### src/hdl/djps_pkg.sv
// djps_pkg: request, response and job types, phase and state enums, status codes
// shared by every module of the page size scanner; depends on nothing
package djps_pkg;

   typedef struct packed {
      logic [7:0] data_byte;
      logic       last_byte;
   } req_type;

   typedef struct packed {
      logic [2:0]  status;
      logic [15:0] page_number;
      logic [30:0] page_width;
      logic [30:0] page_height;
      logic        final_page;
   } rsp_type;

   // one queued piece of work: an error to report or a page to scale
   typedef struct packed {
      logic        is_page;
      logic [2:0]  status;
      logic [15:0] page_number;
      logic [15:0] dim_a;
      logic [15:0] dim_b;
      logic [15:0] dpi;
      logic [10:0] ref_dpi;
      logic        final_page;
   } job_type;

   typedef enum logic [1:0] {PH_SIG, PH_HDR, PH_INFO, PH_DONE} phase_type;

   typedef enum logic [1:0] {BK_IDLE, BK_MUL, BK_DIV, BK_OUT} back_state_type;

   localparam logic [2:0] ST_PAGE      = 3'd0;
   localparam logic [2:0] ST_BAD_SIG   = 3'd1;
   localparam logic [2:0] ST_NEG_LEN   = 3'd2;
   localparam logic [2:0] ST_EARLY_END = 3'd3;
   localparam logic [2:0] ST_ZERO_DPI  = 3'd4;
   localparam logic [2:0] ST_SHORT     = 3'd5;

   localparam logic [0:0] REG_PAGE_COUNT = 1'b0;
   localparam logic [0:0] REG_REF_DPI    = 1'b1;

   localparam logic [31:0] TAG_MAGIC = 32'h41542654;
   localparam logic [31:0] TAG_FORM  = 32'h464F524D;
   localparam logic [31:0] TAG_DJVM  = 32'h444A564D;
   localparam logic [31:0] TAG_DJVU  = 32'h444A5655;
   localparam logic [31:0] TAG_INFO  = 32'h494E464F;

   localparam logic [31:0] SIG_LAST_POS = 32'd15;
   localparam logic [31:0] MIN_PAGE_LEN = 32'd22;

endpackage

### src/hdl/djvu_page_size_scanner.sv
// djvu_page_size_scanner: top level with configuration registers, scanner,
// job queue and divider; depends on djps_pkg, djps_front, djps_queue, djps_back
//
//   channel   direction  handshake              payload
//   req_      in         req_valid/req_ready    req_data  (data_byte, last_byte)
//   rsp_      out        rsp_valid/rsp_ready    rsp_data  (status .. final_page)
//   csr_      in         csr_valid/csr_ready    csr_index, csr_data
//
// one request is taken per cycle while the job queue has room
// a page result needs one multiply and a 31-bit quotient in the divider for each
// dimension; an error result goes from the queue straight to the response register
// synchronous active high reset; no clearing pass, the byte window is a shift line
// a stalled response holds the divider, four queued jobs then stall requests
module djvu_page_size_scanner (
   input  logic              clock,
   input  logic              reset,
   input  logic              req_valid,
   output logic              req_ready,
   input  djps_pkg::req_type req_data,
   output logic              rsp_valid,
   input  logic              rsp_ready,
   output djps_pkg::rsp_type rsp_data,
   input  logic              csr_valid,
   output logic              csr_ready,
   input  logic [1:0]        csr_index,
   input  logic [15:0]       csr_data
);
   import djps_pkg::*;

   // configuration, to be written only while idle; the block does not enforce this
   logic [15:0] page_count_ff;
   logic [10:0] ref_dpi_ff;

   // front to queue and queue to back
   logic    push, full, pop, not_empty;
   job_type push_job, pop_job;

   assign csr_ready = 1'b1;

   always_ff @(posedge clock) begin
      if (reset) begin
         page_count_ff <= 16'd1;
         ref_dpi_ff    <= 11'd300;
      end else if (csr_valid && csr_index[1] == 1'b0) begin
         // indexes beyond the list are accepted and dropped
         unique case (csr_index[0])
            REG_PAGE_COUNT: page_count_ff <= csr_data;
            REG_REF_DPI:    ref_dpi_ff    <= csr_data[10:0];
            default: ;
         endcase
      end
   end

   djps_front u_front (
      .clock         (clock),
      .reset         (reset),
      .byte_valid    (req_valid),
      .byte_ready    (req_ready),
      .byte_data     (req_data),
      .page_count    (page_count_ff),
      .reference_dpi (ref_dpi_ff),
      .job_full      (full),
      .job_push      (push),
      .job_data      (push_job)
   );

   djps_queue u_queue (
      .clock     (clock),
      .reset     (reset),
      .push      (push),
      .push_data (push_job),
      .full      (full),
      .pop       (pop),
      .not_empty (not_empty),
      .pop_data  (pop_job)
   );

   djps_back u_back (
      .clock     (clock),
      .reset     (reset),
      .job_valid (not_empty),
      .job_data  (pop_job),
      .job_pop   (pop),
      .rsp_valid (rsp_valid),
      .rsp_ready (rsp_ready),
      .rsp_data  (rsp_data)
   );

endmodule

### src/hdl/djps_front.sv
// djps_front: byte scanner that checks the signature, walks chunk headers and
// turns pages and errors into jobs; depends on djps_pkg
module djps_front (
   input  logic               clock,
   input  logic               reset,
   input  logic               byte_valid,
   output logic               byte_ready,
   input  djps_pkg::req_type  byte_data,
   input  logic [15:0]        page_count,
   input  logic [10:0]        reference_dpi,
   input  logic               job_full,
   output logic               job_push,
   output djps_pkg::job_type  job_data
);
   import djps_pkg::*;

   logic [7:0]  sh_ff [15];
   logic [7:0]  sh_in [15];
   logic [7:0]  cur [16];
   logic [31:0] pos_ff, pos_in;
   logic [31:0] tgt_ff, tgt_in;
   logic [31:0] len_ff, len_in;
   logic [15:0] pf_ff, pf_in;
   phase_type   phase_ff, phase_in;
   logic        acc;
   logic [31:0] w_magic, w_form, w_djvm, w_id, w_len, w_sub, w_chunk;
   logic [33:0] nxt;
   logic [15:0] pw, ph, dpi;
   logic [7:0]  flags;
   logic        fin, done;

   assign byte_ready = !job_full;
   assign acc        = byte_valid && byte_ready;

   always_comb begin
      cur[0] = byte_data.data_byte;
      for (int i = 1; i < 16; i++) cur[i] = sh_ff[i-1];
   end

   assign w_magic = {cur[15], cur[14], cur[13], cur[12]};
   assign w_form  = {cur[11], cur[10], cur[9], cur[8]};
   assign w_djvm  = {cur[3], cur[2], cur[1], cur[0]};
   assign w_id    = w_magic;
   assign w_len   = w_form;
   assign w_sub   = {cur[7], cur[6], cur[5], cur[4]};
   assign w_chunk = w_djvm;
   assign pw      = {cur[9], cur[8]};
   assign ph      = {cur[7], cur[6]};
   assign dpi     = {cur[2], cur[3]};
   assign flags   = cur[0];
   assign fin     = ({1'b0, pf_ff} + 17'd1) >= {1'b0, page_count};

   always_comb begin
      for (int i = 0; i < 15; i++) sh_in[i] = acc ? cur[i] : sh_ff[i];
      pos_in   = pos_ff;
      tgt_in   = tgt_ff;
      len_in   = len_ff;
      pf_in    = pf_ff;
      phase_in = phase_ff;
      job_push = 1'b0;
      job_data = '0;
      job_data.page_number = pf_ff;
      job_data.ref_dpi     = reference_dpi;
      nxt      = '0;
      done     = 1'b0;
      if (acc) begin
         if (pos_ff != 32'hFFFF_FFFF) pos_in = pos_ff + 32'd1;
         unique case (phase_ff)
            PH_SIG: begin
               if (pos_ff == SIG_LAST_POS) begin
                  if (w_magic != TAG_MAGIC || w_form != TAG_FORM) begin
                     job_push = 1'b1;
                     job_data.status = ST_BAD_SIG;
                     phase_in = PH_DONE;
                  end else begin
                     tgt_in   = (w_djvm == TAG_DJVM) ? 32'd31 : 32'd19;
                     phase_in = (pf_ff >= page_count) ? PH_DONE : PH_HDR;
                  end
               end
            end
            PH_HDR: begin
               if (pos_ff == tgt_ff) begin
                  // header start is tgt - 15, next header at start + 8 + len + pad
                  nxt = {2'b0, tgt_ff} - 34'd7 + {2'b0, w_len} + {33'b0, w_len[0]};
                  if (pf_ff >= page_count) begin
                     phase_in = PH_DONE;
                  end else if (w_len[31]) begin
                     job_push = 1'b1;
                     job_data.status = ST_NEG_LEN;
                     phase_in = PH_DONE;
                  end else if (w_id == TAG_FORM && w_sub == TAG_DJVU && w_chunk == TAG_INFO) begin
                     if (w_len < MIN_PAGE_LEN) begin
                        job_push = 1'b1;
                        job_data.status = ST_SHORT;
                        phase_in = PH_DONE;
                     end else begin
                        len_in   = w_len;
                        tgt_in   = tgt_ff + 32'd14;
                        phase_in = PH_INFO;
                     end
                  end else if (nxt + 34'd30 > 34'h0_FFFF_FFFF) begin
                     job_push = 1'b1;
                     job_data.status = ST_EARLY_END;
                     phase_in = PH_DONE;
                  end else begin
                     tgt_in = nxt[31:0] + 32'd15;
                  end
               end
            end
            PH_INFO: begin
               if (pos_ff == tgt_ff) begin
                  nxt = {2'b0, tgt_ff} - 34'd21 + {2'b0, len_ff} + {33'b0, len_ff[0]};
                  job_push = 1'b1;
                  phase_in = PH_DONE;
                  if (dpi == 16'd0) begin
                     job_data.status = ST_ZERO_DPI;
                  end else if (nxt + 34'd30 > 34'h0_FFFF_FFFF) begin
                     job_data.status = ST_EARLY_END;
                  end else begin
                     job_data.is_page    = 1'b1;
                     job_data.status     = ST_PAGE;
                     job_data.dim_a      = flags[2] ? ph : pw;
                     job_data.dim_b      = flags[2] ? pw : ph;
                     job_data.dpi        = dpi;
                     job_data.final_page = fin;
                     pf_in  = pf_ff + 16'd1;
                     tgt_in = nxt[31:0] + 32'd15;
                     if (!fin) phase_in = PH_HDR;
                  end
               end
            end
            PH_DONE: ;
            default: ;
         endcase
         if (byte_data.last_byte) begin
            done = (phase_in == PH_DONE) || (phase_in != PH_SIG && pf_in >= page_count);
            if (!done) begin
               // early end replaces a non-final page of the same request
               job_push = 1'b1;
               job_data = '0;
               job_data.status      = ST_EARLY_END;
               job_data.page_number = pf_in;
            end
            pos_in   = '0;
            tgt_in   = '0;
            pf_in    = '0;
            phase_in = PH_SIG;
         end
      end
   end

   always_ff @(posedge clock) begin
      if (reset) begin
         pos_ff   <= '0;
         tgt_ff   <= '0;
         pf_ff    <= '0;
         phase_ff <= PH_SIG;
      end else begin
         pos_ff   <= pos_in;
         tgt_ff   <= tgt_in;
         pf_ff    <= pf_in;
         phase_ff <= phase_in;
      end
   end

   always_ff @(posedge clock) begin
      len_ff <= len_in;
      for (int i = 0; i < 15; i++) sh_ff[i] <= sh_in[i];
   end

endmodule

### src/hdl/djps_queue.sv
// djps_queue: four-entry job queue between scanner and divider
// depends on djps_pkg
module djps_queue (
   input  logic               clock,
   input  logic               reset,
   input  logic               push,
   input  djps_pkg::job_type  push_data,
   output logic               full,
   input  logic               pop,
   output logic               not_empty,
   output djps_pkg::job_type  pop_data
);
   import djps_pkg::*;

   job_type    mem_ff [4];
   logic [1:0] wr_ff, wr_in, rd_ff, rd_in;
   logic [2:0] cnt_ff, cnt_in;

   assign full      = cnt_ff == 3'd4;
   assign not_empty = cnt_ff != 3'd0;
   assign pop_data  = mem_ff[rd_ff];

   always_comb begin
      wr_in  = push ? wr_ff + 2'd1 : wr_ff;
      rd_in  = pop ? rd_ff + 2'd1 : rd_ff;
      cnt_in = cnt_ff + {2'b0, push} - {2'b0, pop};
   end

   always_ff @(posedge clock) begin
      if (reset) begin
         wr_ff  <= '0;
         rd_ff  <= '0;
         cnt_ff <= '0;
      end else begin
         wr_ff  <= wr_in;
         rd_ff  <= rd_in;
         cnt_ff <= cnt_in;
      end
   end

   always_ff @(posedge clock) begin
      if (push) mem_ff[wr_ff] <= push_data;
   end

endmodule

### src/hdl/djps_back.sv
// djps_back: scales page sizes with one multiply and a bit-serial divider,
// holds the response register; depends on djps_pkg
module djps_back (
   input  logic               clock,
   input  logic               reset,
   input  logic               job_valid,
   input  djps_pkg::job_type  job_data,
   output logic               job_pop,
   output logic               rsp_valid,
   input  logic               rsp_ready,
   output djps_pkg::rsp_type  rsp_data
);
   import djps_pkg::*;

   back_state_type state_ff, state_in;
   job_type     job_ff, job_in;
   logic [30:0] dvd_ff, dvd_in, quo_ff, quo_in, wq_ff, wq_in;
   logic [15:0] rem_ff, rem_in;
   logic [4:0]  cnt_ff, cnt_in;
   logic        second_ff, second_in;
   rsp_type     rsp_ff, rsp_in;
   logic [16:0] trial;
   logic [26:0] prod;

   assign rsp_valid = state_ff == BK_OUT;
   assign rsp_data  = rsp_ff;
   assign prod  = {16'b0, job_ff.ref_dpi} * {11'b0, second_ff ? job_ff.dim_b : job_ff.dim_a};
   assign trial = {rem_ff, dvd_ff[30]};

   always_comb begin
      state_in  = state_ff;
      job_in    = job_ff;
      dvd_in    = dvd_ff;
      quo_in    = quo_ff;
      wq_in     = wq_ff;
      rem_in    = rem_ff;
      cnt_in    = cnt_ff;
      second_in = second_ff;
      rsp_in    = rsp_ff;
      job_pop   = 1'b0;
      unique case (state_ff)
         BK_IDLE: begin
            if (job_valid) begin
               job_pop   = 1'b1;
               job_in    = job_data;
               second_in = 1'b0;
               if (job_data.is_page) begin
                  state_in = BK_MUL;
               end else begin
                  rsp_in = '0;
                  rsp_in.status      = job_data.status;
                  rsp_in.page_number = job_data.page_number;
                  state_in = BK_OUT;
               end
            end
         end
         BK_MUL: begin
            dvd_in   = {prod, 4'b0};
            rem_in   = '0;
            quo_in   = '0;
            cnt_in   = 5'd30;
            state_in = BK_DIV;
         end
         BK_DIV: begin
            dvd_in = {dvd_ff[29:0], 1'b0};
            if (trial >= {1'b0, job_ff.dpi}) begin
               rem_in = 16'(trial - {1'b0, job_ff.dpi});
               quo_in = {quo_ff[29:0], 1'b1};
            end else begin
               rem_in = trial[15:0];
               quo_in = {quo_ff[29:0], 1'b0};
            end
            cnt_in = cnt_ff - 5'd1;
            if (cnt_ff == 5'd0) begin
               if (!second_ff) begin
                  wq_in     = quo_in;
                  second_in = 1'b1;
                  state_in  = BK_MUL;
               end else begin
                  rsp_in.status      = ST_PAGE;
                  rsp_in.page_number = job_ff.page_number;
                  rsp_in.page_width  = wq_ff;
                  rsp_in.page_height = quo_in;
                  rsp_in.final_page  = job_ff.final_page;
                  state_in = BK_OUT;
               end
            end
         end
         BK_OUT: begin
            if (rsp_ready) state_in = BK_IDLE;
         end
         default: state_in = BK_IDLE;
      endcase
   end

   always_ff @(posedge clock) begin
      if (reset) state_ff <= BK_IDLE;
      else       state_ff <= state_in;
   end

   always_ff @(posedge clock) begin
      job_ff    <= job_in;
      dvd_ff    <= dvd_in;
      quo_ff    <= quo_in;
      wq_ff     <= wq_in;
      rem_ff    <= rem_in;
      cnt_ff    <= cnt_in;
      second_ff <= second_in;
      rsp_ff    <= rsp_in;
   end

endmodule

### config.mk
export PLATFORM = sky130hd
export DESIGN_NAME = djvu_page_size_scanner
export DESIGN_NICKNAME = d
export VERILOG_FILES = /design/src/hdl/djps_pkg.sv /design/src/hdl/djvu_page_size_scanner.sv /design/src/hdl/djps_front.sv /design/src/hdl/djps_queue.sv /design/src/hdl/djps_back.sv
export SDC_FILE = /design/constraint.sdc
export NUM_CORES = 2
export LEC_CHECK = 0
export ABC_AREA = 1
export BUFFER_PORTS_ARGS = -buffer_cell sky130_fd_sc_hd__buf_4
export CAP_MARGIN = 15
export CELL_PAD_IN_SITES_DETAIL_PLACEMENT = 0
export CELL_PAD_IN_SITES_GLOBAL_PLACEMENT = 2
export CORE_MARGIN = 5
export CORE_UTILIZATION = 40
export CTS_CLUSTER_SIZE = 28
export DETAILED_ROUTE_END_ITERATION = 8
export GPL_TIMING_DRIVEN = 1
export PLACE_DENSITY_LB_ADDON = 0.1
export REMOVE_ABC_BUFFERS = 1
export SLEW_MARGIN = 10
export SYNTH_ARGS = -nofsm -noshare
export SYNTH_HDL_FRONTEND = slang
export SYNTH_SLANG_ARGS = --single-unit
### constraint.sdc
create_clock -name clock -period 11 [get_ports clock]
set_input_delay 2.2 -clock clock [delete_from_list [all_inputs] [get_ports clock]]
set_output_delay 2.2 -clock clock [all_outputs]
set_load 0.02 [all_outputs]
==> impl_metrics.yaml <==
timing:
  finalSetupViolCount: 0
  rsz0062_at_grt: "no"
  fin_setup_tns_ns: 0
  slew_viol_final: 0
  worst_pin_slew_ns: 1.085
  layout_min_cycle_time_ns: 8.973
  worst_clock_skew_ns: 0.03931
  fmax_mhz: 111.4
  finalHoldViolCount: 0
  setup_ws_ns: 2.027
  maxSlewHeadroom_pct: 27.64
  final.period_utilization_pct: 81.57
route:
  drt-pass1-iter-count: 6
  top_layer_used: "met4"
  met3_length_um: 6446
  wire_per_inst_um: 21.22
  vias: 38530
  met1Wirelength_um: 70760
  drtIter0Drc: 2945
  drc: 0
  wl_um: 159800
  wl_met2_um: 77300
  avgViaCountPerCell: 5.116
  ant_nets: 0
die:
  fp.coreArea_sq_um: 125400
  rows: 130
  io_pins: 117
  die_area_sq_um: 133000
  die_width_um: 364.7
  dieHeight_um: 364.7
  start_util_pct: 40.13
layout:
  drive_gt1_share_pct: 6.888
  register_area_sq_um: 24600
  final_nets: 6181
  finish.utilization_pct: 44.95
  fillers: 12410
  multi_input_area_sq_um: 21870
  stdcell_count: 7531
  synthToLayoutAreaGrowth_pct: 12.01
yosys:
  synthCells: 5716
  netlist.area_leader.share_pct: 44.09
  synth_edf_count: 739
  synth_top_area_cell: "edfxtp_1"
  async_reset_ff_share_pct: 0
  synth-main-ff-cell: "edfxtp_1"
  yosys-top-cells-area: "edfxtp_1 44%, nand2_1 9.3%, inv_1 6.2%"
  ys_seq_elements: 859
  synth_cell_type_count: 65
  seq_area_frac_synth_pct: 48.86
  syn_area_sq_um: 50330
  yosysWarnings: 0
  syn_area_per_cell_sq_um: 8.805
worst_hold_path:
  worstHoldStart: "u_back.quo_ff[10]"
  hp-class: "register to register"
  hold-path-endpoint: "u_back.wq_ff[11]"
  min_path_cells: 0
critical_path:
  path_buf_inv: 7
  r2r_start: "u_front.tgt_ff[1]"
  critPathMaxFanout: 52
  cpMostUsedCell: "nand2_1"
  crit_family: "simple AND/OR/NAND/NOR gates"
  slowest_delay_ns: 0.47
  crit_arrival_ns: 9.34
  r2r_cells: 43
  required_ns: 11.36
  startpoint: "u_front.tgt_ff[1]"
  cp-end-kind: "register"
  crit_path_start_kind: "register"
  reg2reg_to: "u_queue.mem_ff[1][22]"
  critPathSlowestCell: "nand2_1"
  criticalPathCategory: "register to register"
  r2r_slack_ns: 2.03
clocking:
  cts-root-buf: "clkbuf_16"
  cts_max_level: 3
  cts_buffer_depth: 3
  cts.repair.resized: 0
  cts_inserted_buffers: 96
  post-cts-setup-buffers: 0
  postCtsHoldBufs: 0
  cts_tree: "done"
  clkSlewWorstSetupHoldPaths_ns: 0.06
  clock_latency_ns: 0.72
  cts.sinks: 859
placement:
  placed_cells: 7350
  gp_congestion: 0.9731
  port_buffers: 115
  dpl_worst_slack_ns: 2.060
  hpwlAfterDp_um: 120700
global_route:
  grt_pass1_wl_um: 238800
  grtUsageTotal_pct: 23.70
  antenna_found_initial: 1
  grt_pass1_vias: 37890
  grt_max_degree: 85
  grt-ovfl-total: 0
run:
  cap_viol_max_count: 0
outcome:
  outcome: "completed"
## state kept, by name (all words and copies together), names as in the netlist, 27 cells and up, named ones only
register / cells
u_queue.mem_ff: 320
u_front.sh_ff: 120
u_back.rsp_data: 82
u_back.job_ff: 76
u_front.pos_ff: 32
u_front.tgt_ff: 32
u_back.wq_ff: 31
u_front.len_ff: 31
u_back.quo_ff: 30
u_back.dvd_ff: 27
## stage by stage
stage	hold slack, ns	cell area (sq um)
after detailed placement	0.4326	52980
after global placement	0.4282	52980
after floorplan	0.4262	49570
after CTS	0.4390	56370
final	0.4418	56370
after global routing	0.4534	56370
## layer usage
metal | vias up | global-route usage (%)
li1 | 19150 | -
met2 | 797 | 41.12
met1 | 18370 | 30.98
met5 | - | 0
met4 | 0 | 7.539
met3 | 207 | 2.957
## worst reg2reg max path: cells and delay by family (launching register included)
kind | cells | cell delay [ns]
AND/OR/NAND/NOR | 19 | 3.21
AO/OA/AOI/OAI | 13 | 2.35
XOR/XNOR | 1 | 0.43
adder cells (fa/ha/maj) | 3 | 0.86
flip-flops | 1 | 0.41
buffers and inverters | 7 | 1.26
## synthesized netlist by cell type (14+ instances only)
cell and number:
a211oi_1 26, nor3_1 87, nor4_1 65, buf_2 15, clkinv_1 14, edfxtp_1 739, o22ai_1 84, or2_2 41
fa_1 129, nor2_1 667, nand3b_1 15, dfxtp_1 120, nand4_1 114, xnor2_1 27, a21oi_1 277, nand2_1 1244
nor2_2 14, inv_1 830, ha_1 222, o21ai_1 26, xor2_1 115, clkbuf_1 136, nand3_1 175, o21ai_0 382
## final cells by class
class	instances	area share (%)
well taps	1650	3.662
diodes	1	0.004439
inverters	854	5.700
flip-flops and latches	859	43.63
clock inverters	57	1.554
repair buffers	158	2.193
clock buffers	123	4.466
multi-input cells	3829	38.79
## worst max-delay path by stage
stage                             to  slack, ns  cells after the start
2_1_floorplan   u_queue.mem_ff[0][0]       0.50                     47
3_3_place_gp   u_queue.mem_ff[1][22]       2.16                     48
3_5_place_dp   u_queue.mem_ff[1][22]       2.06                     48
4_1_cts        u_queue.mem_ff[1][42]       1.98                     48
5_1_grt        u_queue.mem_ff[1][20]       1.04                     48
6_report       u_queue.mem_ff[1][22]       2.03                     43
## layout by cell type (no fill, tap or decap), types with 14 or more instances in the layout
| cell | n |
|---|---|
| clkbuf_16 | 96 |
| nand2_1 | 1244 |
| fa_1 | 129 |
| o22ai_1 | 84 |
| ha_1 | 220 |
| buf_4 | 154 |
| bufinv_16 | 16 |
| a21oi_1 | 276 |
| clkinv_1 | 28 |
| clkbuf_1 | 25 |
| nor2_2 | 14 |
| nand3b_1 | 15 |
| nor2_1 | 663 |
| a211oi_1 | 26 |
| xor2_1 | 115 |
| nor4_1 | 64 |
| inv_1 | 828 |
| nor3_1 | 86 |
| dfxtp_1 | 118 |
| o21ai_0 | 382 |
| edfxtp_1 | 739 |
| or2_2 | 41 |
| nand4_1 | 114 |
| nand3_1 | 175 |
| o21ai_1 | 26 |
| xnor2_1 | 27 |
## logic make-up (layout without fill, tap and decap cells)
logic type / after synthesis / in the layout / synth area share [%]
flip-flops: 859 / 859 / 48.86
AND/OR/NAND/NOR: 2455 / 2455 / 20.51
other: 1 / 2 / 0.007451
buffers and inverters: 1028 / 1192 / 7.890
AO/OA/AOI/OAI: 879 / 879 / 9.573
adder cells (fa/ha/maj): 351 / 351 / 10.65
XOR/XNOR: 143 / 143 / 2.503
Power is not shown: default switching activity piles up to over one toggle a cycle in this logic, so the estimate is an artifact.
